## config.mk

```make
export PLATFORM = sky130hd
export DESIGN_NAME = rule30_ring_random_fraction
export DESIGN_NICKNAME = d
export VERILOG_FILES = /design/src/hw/rtl/rcrf_pkg.sv /design/src/hw/rtl/rcrf_cell.sv /design/src/hw/rtl/rule30_ring_random_fraction.sv
export SDC_FILE = /design/constraint.sdc
export NUM_CORES = 2
export LEC_CHECK = 0
export BUFFER_PORTS_ARGS = -buffer_cell sky130_fd_sc_hd__buf_2
export CAP_MARGIN = 10
export CORE_ASPECT_RATIO = 1.4
export CORE_MARGIN = 5
export CORE_UTILIZATION = 57
export CTS_BUF_LIST = sky130_fd_sc_hd__clkbuf_4 sky130_fd_sc_hd__clkbuf_8
export DETAILED_ROUTE_END_ITERATION = 8
export HOLD_SLACK_MARGIN = 0.05
export PLACE_DENSITY = 0.82
export SLEW_MARGIN = 20
export SYNTH_ARGS = -nofsm -noshare
export SYNTH_HDL_FRONTEND = slang
export SYNTH_SLANG_ARGS = --single-unit
```

## constraint.sdc

```tcl
create_clock -name clk -period 5.5 [get_ports clk]
set_input_delay 0.275 -clock clk [delete_from_list [all_inputs] [get_ports clk]]
set_output_delay 0.275 -clock clk [all_outputs]
set_load 0.01 [all_outputs]
```

## src/hw/rtl/rcrf_pkg.sv

```systemverilog
// package for the rule-driven ring automaton random fraction block
// shared sizes, rule register reset value, cell control struct and sequencer states
// no dependencies
package rcrf_pkg;

    localparam int NUM_CELLS_DEF = 448;
    localparam int OUT_BITS_DEF  = 52;
    localparam int SEED_BITS_DEF = 64;

    localparam int          RULE_W     = 8;
    localparam logic [7:0]  RULE_RESET = 8'h1E;

    typedef struct packed {
        logic load;
        logic step;
    } cell_ctrl_t;

    typedef enum logic [1:0] {
        ST_IDLE = 2'b01,
        ST_RUN  = 2'b10
    } seq_state_t;

endpackage

```

## src/hw/rtl/rcrf_cell.sv

```systemverilog
// one cell of the automaton ring: holds one bit, looks up its next value in the rule
// depends on rcrf_pkg (cell_ctrl_t, RULE_W)
module rcrf_cell
(
    input  logic                          clk,
    input  logic                          rst_n,
    input  rcrf_pkg::cell_ctrl_t          ctrl,
    input  logic [rcrf_pkg::RULE_W-1:0]   rule,
    input  logic                          left_bit,
    input  logic                          right_bit,
    input  logic                          seed_bit,
    output logic                          state_bit,
    output logic                          next_bit
);

    logic       cell_reg;
    logic       cell_next;
    logic [2:0] pattern;

    assign pattern  = {left_bit, cell_reg, right_bit};
    assign next_bit = rule[pattern];

    always_comb
    begin
        cell_next = cell_reg;
        if (ctrl.load)
        begin
            cell_next = seed_bit;
        end
        else if (ctrl.step)
        begin
            cell_next = next_bit;
        end
    end

    always_ff @(posedge clk or negedge rst_n)
    begin
        if (!rst_n)
        begin
            cell_reg <= 1'b0;
        end
        else
        begin
            cell_reg <= cell_next;
        end
    end

    assign state_bit = cell_reg;

endmodule

```

## src/hw/rtl/rule30_ring_random_fraction.sv

```systemverilog
// top level of the ring automaton random fraction generator: ring of cells, sequencer,
// result shift register, output register and rule register
// depends on rcrf_pkg and rcrf_cell
//
//  channel   signals                              payload
//  s_        s_tvalid s_tready s_tdata            seed
//  m_        m_tvalid m_tready m_tdata            random_fraction
//  cfg_      cfg_valid cfg_ready cfg_data         rule_number
//
// a request is accepted in idle and loads the ring unless its seed is zero, then one ring
// generation per cycle, all cells at once, unless held; OUT_BITS generations set the figure
// reset clears the ring to zero and sets the rule to 30; no clearing pass
// a waiting result does not block the next request; the last generation holds only while
// an earlier result still sits in the output register
module rule30_ring_random_fraction
#(
    parameter int NUM_CELLS = rcrf_pkg::NUM_CELLS_DEF,
    parameter int OUT_BITS  = rcrf_pkg::OUT_BITS_DEF,
    parameter int SEED_BITS = rcrf_pkg::SEED_BITS_DEF
)
(
    input  logic                                  clk,
    input  logic                                  rst_n,
    input  logic                                  s_tvalid,
    output logic                                  s_tready,
    input  logic [((SEED_BITS + 7) / 8) * 8 - 1:0] s_tdata,   // seed
    output logic                                  m_tvalid,
    input  logic                                  m_tready,
    output logic [((OUT_BITS + 7) / 8) * 8 - 1:0]  m_tdata,   // random_fraction
    input  logic                                  cfg_valid,
    output logic                                  cfg_ready,
    input  logic [rcrf_pkg::RULE_W-1:0]           cfg_data    // rule_number
);

    localparam int OUT_W  = ((OUT_BITS + 7) / 8) * 8;
    localparam int CNT_W  = $clog2(OUT_BITS + 1);
    localparam int CENTRE = NUM_CELLS / 2;

    rcrf_pkg::seq_state_t          state_reg, state_next;
    logic [CNT_W-1:0]              cnt_reg, cnt_next;
    logic [OUT_BITS-1:0]           acc_reg, acc_next;
    logic [OUT_BITS-1:0]           out_data_reg, out_data_next;
    logic                          out_valid_reg, out_valid_next;
    logic [rcrf_pkg::RULE_W-1:0]   rule_reg, rule_next;

    logic [NUM_CELLS-1:0]          ring_q;
    logic [NUM_CELLS-1:0]          ring_d;
    rcrf_pkg::cell_ctrl_t          cell_ctrl;

    logic                          in_fire;
    logic                          seed_nonzero;
    logic                          last_gen;
    logic                          step_en;
    logic [OUT_BITS-1:0]           acc_shift;

    assign s_tready  = (state_reg == rcrf_pkg::ST_IDLE);
    assign cfg_ready = 1'b1;
    assign in_fire   = s_tvalid && s_tready;

    assign seed_nonzero = (s_tdata[SEED_BITS-1:0] != '0);
    assign last_gen     = (cnt_reg == CNT_W'(OUT_BITS - 1));
    assign step_en      = (state_reg == rcrf_pkg::ST_RUN)
                          && !(last_gen && out_valid_reg && !m_tready);

    assign cell_ctrl.load = in_fire && seed_nonzero;
    assign cell_ctrl.step = step_en;

    // ring of cells, left neighbor is q+1 and right neighbor q-1, wrapping
    for (genvar q = 0; q < NUM_CELLS; q++)
    begin : g_cell
        localparam int LEFT  = (q + 1) % NUM_CELLS;
        localparam int RIGHT = (q + NUM_CELLS - 1) % NUM_CELLS;
        localparam int SBIT  = q % SEED_BITS;

        rcrf_cell u_cell
        (
            .clk       (clk),
            .rst_n     (rst_n),
            .ctrl      (cell_ctrl),
            .rule      (rule_reg),
            .left_bit  (ring_q[LEFT]),
            .right_bit (ring_q[RIGHT]),
            .seed_bit  (s_tdata[SBIT]),
            .state_bit (ring_q[q]),
            .next_bit  (ring_d[q])
        );
    end

    assign acc_shift = OUT_BITS'({acc_reg, ring_d[CENTRE]});

    always_comb
    begin
        state_next     = state_reg;
        cnt_next       = cnt_reg;
        acc_next       = acc_reg;
        out_data_next  = out_data_reg;
        out_valid_next = out_valid_reg;
        rule_next      = rule_reg;

        if (cfg_valid && cfg_ready)
        begin
            rule_next = cfg_data;
        end

        if (out_valid_reg && m_tready)
        begin
            out_valid_next = 1'b0;
        end

        unique case (state_reg)
            rcrf_pkg::ST_IDLE:
            begin
                if (in_fire)
                begin
                    state_next = rcrf_pkg::ST_RUN;
                    cnt_next   = '0;
                    acc_next   = '0;
                end
            end
            rcrf_pkg::ST_RUN:
            begin
                if (step_en)
                begin
                    acc_next = acc_shift;
                    cnt_next = cnt_reg + CNT_W'(1);
                    if (last_gen)
                    begin
                        out_data_next  = acc_shift;
                        out_valid_next = 1'b1;
                        state_next     = rcrf_pkg::ST_IDLE;
                        cnt_next       = '0;
                    end
                end
            end
            default:
            begin
                state_next = rcrf_pkg::ST_IDLE;
            end
        endcase
    end

    always_ff @(posedge clk or negedge rst_n)
    begin
        if (!rst_n)
        begin
            state_reg     <= rcrf_pkg::ST_IDLE;
            cnt_reg       <= '0;
            out_valid_reg <= 1'b0;
            rule_reg      <= rcrf_pkg::RULE_RESET;
        end
        else
        begin
            state_reg     <= state_next;
            cnt_reg       <= cnt_next;
            out_valid_reg <= out_valid_next;
            rule_reg      <= rule_next;
        end
    end

    always_ff @(posedge clk)
    begin
        acc_reg      <= acc_next;
        out_data_reg <= out_data_next;
    end

    assign m_tvalid = out_valid_reg;
    assign m_tdata  = OUT_W'(out_data_reg);

    a_result_from_run : assert property (@(posedge clk) disable iff (!rst_n)
        $rose(m_tvalid) |-> $past(state_reg == rcrf_pkg::ST_RUN))
        else $error("result appeared without a finished run");

    a_request_starts_run : assert property (@(posedge clk) disable iff (!rst_n)
        (s_tvalid && s_tready) |=> (state_reg == rcrf_pkg::ST_RUN) && (cnt_reg == '0))
        else $error("accepted request did not start a run");

    a_count_in_range : assert property (@(posedge clk) disable iff (!rst_n)
        cnt_reg < CNT_W'(OUT_BITS))
        else $error("generation count out of range");

    a_no_lost_result : assert property (@(posedge clk) disable iff (!rst_n)
        (m_tvalid && !m_tready) |=> m_tvalid && $stable(out_data_reg))
        else $error("pending result overwritten or dropped");

endmodule

```

==> results_dict.tcl <==
set metrics [dict create \
    crit_type "input port to register" \
    clk_latency_ns 0.78 \
    synth-main-ff-cell "dfrtp_1" \
    end_kind "register" \
    drive_above_1_share 0.4249 \
    skew_ns 0.03576 \
    cts_setup_buffers 0 \
    ys_ff_latch 568 \
    worst_slew_pin_slew_ns 1.260 \
    fin_area_um2 53220 \
    drv_cap 0 \
    grtUsageTotal 0.2903 \
    cts_sinks 568 \
    core-area_um2 86960 \
    min_period_over_period 0.6442 \
    drc 0 \
    ys_types 51 \
    synth_edf_count 103 \
    fin_crit_ns 3.543 \
    synthToLayoutAreaGrowth_pct 6.487 \
    hold_class "input port to async pin" \
    cp_top_family "simple AND/OR/NAND/NOR gates" \
    die_area_um2 93780 \
    max-slew-margin-rel 0.1600 \
    rsz0062_at_grt "false" \
    vdd_ir_drop_max_uv 378.2 \
    gp_congestion 0.8013 \
    outcome "completed" \
    cp-start-kind "input port" \
    hold_slack_ns 0.1796 \
    start_util 0.5747 \
    grt_max_degree 225 \
    syn_inst 4098 \
    syn-cell-area_um2 49980 \
    die_width_um 260.3 \
    worstPathCellList "dlygate4sd3_1 -> buf_2 -> nor4_1 -> nand4_1 -> nor4_2 -> nor2_4 -> buf_12 -> mux2_2" \
    crit_buf_inv 3 \
    slew_viol_final 0 \
    critical-path-slowest-cell "nor4_1" \
    die_h_um 360.4 \
    wire_per_inst_um 27.13 \
    worstPathMaxFanout 176 \
    p_per_area_nw_per_um2 558.4 \
    drt_first_pass_iters 6 \
    cpPeakStageDelay_ns 0.83 \
    leakagePower_nw 18.26 \
    synth_warnings 0 \
    drt_iter0_drc 6271 \
    place_area_um2 50190 \
    grt_pass1_vias 38800 \
    root_buffer "clkbuf_8" \
    grt_pass1_wl_um 222200 \
    hold_viol_final 0 \
    crit_arrival_ns 4.19 \
    fmax_mhz 282.2 \
    reg2reg_setup_slack_ns 2.26 \
    port_buffers 130 \
    cts.reportedPaths.clkPinSlew_ns 0.05 \
    cts_tree "built" \
    grt_overflow 0 \
    viasPerCell 7.661 \
    async_reset_ff_frac 0.8187 \
    dp_hpwl_um 74950 \
    cts.path.max_buffers 3 \
    ios 136 \
    routed_wl_um 138700 \
    final_util 0.6120 \
    avgSynthCellArea_um2 12.20 \
    cts_inserted_buffers 95 \
    layout.nets 3938 \
    setup_viol 0 \
    ys_seq_area_frac 0.2948 \
    fp-row-count 128 \
    largest_reg_flops 448 \
    antenna_found_initial 12 \
    via_count 39180 \
    final.setup.tns_ns 0 \
    crit_required_ns 6.14 \
    ant_nets 0 \
    htreeDepth 3 \
]
where the power goes:
group	internal, mW	total, mW	switching (mW)
logic	9.43	14.6	5.15
registers	6.27	10.7	4.45
clock network	2.46	4.42	1.96
total	18.2	29.7	11.6
layer usage:
layer / part of all wire / vias to the layer above / global-route usage
met5: 0 / - / 0
met4: 0.054 / 0 / 0.1449
met3: 0.12 / 483 / 0.06182
met2: 0.49 / 3158 / 0.4488
met1: 0.34 / 19850 / 0.3954
li1: - / 15690 / -
worst reg2reg max path: stages, from the launching register on:
cell     delay (ns)
dfstp_2        0.54
nor2b_1        0.24
nand2_1        0.23
nor2_4         0.67
buf_12         0.72
mux2_2         0.71
cell usage in the layout, fill, tap and decap left out, types with 11 or more instances in the layout:
master,instances
a2111oi_0,20
a21oi_1,68
and2_1,53
buf_12,24
buf_2,129
buf_4,33
bufinv_16,11
clkbuf_4,22
clkbuf_8,107
dfrtp_1,456
diode_2,16
dlygate4sd3_1,85
edfxtp_1,103
inv_1,33
mux2_2,441
mux2i_1,34
mux4_2,868
nand2_1,441
nor2_1,42
nor2b_1,17
nor4_1,18
o2111ai_1,16
o21ai_0,710
o21ai_1,73
synthesized netlist by cell type, drive strengths merged (4+ instances only):
master	number	area (µm²)
a2111oi	20	175.2
mux2i	34	340.3
clkbuf	501	1881
o2111ai	16	140.1
edfxtp	103	3093
nand4b	5	43.79
o41ai	9	78.83
o21ai	783	3919
nand2	441	1655
buf	109	827.0
nor4	19	125.1
nor2	43	163.9
dfstp	5	131.4
nand4	6	37.54
nand2b	8	50.05
nor3b	4	30.03
inv	34	127.6
mux4	868	19550
o211ai	4	30.03
a31oi	8	50.05
and2	53	331.6
a21oi	69	345.3
mux2	441	4966
nand3	9	45.04
dfrtp	460	11510
nor2b	18	112.6
cell type report:
| class | count | area [µm²] |
|---|---|---|
| Antenna cell | 16 | 40.04 |
| Clock buffer | 129 | 1638 |
| Clock inverter | 36 | 495.5 |
| Fill cell | 6159 | 33740 |
| Inverter | 34 | 127.6 |
| Multi-Input combinational cell | 2889 | 32450 |
| Sequential cell | 568 | 14770 |
| Tap cell | 1170 | 1464 |
| Timing Repair Buffer | 272 | 2240 |
kinds of logic after synthesis:
logic type,share of synthesized area
fa+ha+maj,0.0002503
flops,0.2948
buf+inv,0.05673
simple gates,0.05323
xor+xnor,0.0001753
mux,0.4973
compound gates,0.09729
other cells,0.0001503
worst paths after layout:
| path | depth (start not counted) | from | endpoint |
|---|---|---|---|
| worst min register to register | 0 | acc_reg[50] | out_data_reg[51] |
| worst max register to register | 5 | state_reg[0] | g_cell[278].u_cell.state_bit |
| min in group clk | 3 | cfg_valid | rule_reg[4] |
| worst max-delay path | 8 | s_tdata[43] | g_cell[278].u_cell.state_bit |
| worst min-delay path | 2 | rst_n | g_cell[149].u_cell.state_bit |
| max in group asynchronous | 3 | rst_n | g_cell[44].u_cell.state_bit |
repair_timing:
| item | CTS | global route |
|---|---|---|
| gates resized for setup | 0 | 0 |
| setup endpoints to repair | 0 | 0 |
| hold endpoints to repair | 561 | 0 |
| hold buffers | 85 | 0 |
through the flow:
step	setup WS, ns	total power [mW]	cells
2_1_floorplan	0.3712	22.18	4101
3_3_place_gp	1.986	24.11	4848
3_5_place_dp	1.914	25.03	4848
4_1_cts	2.190	29.60	5098
5_1_grt	2.108	31.59	5108
6_report	1.957	29.72	5114
Power figures use the tool's default switching activity.
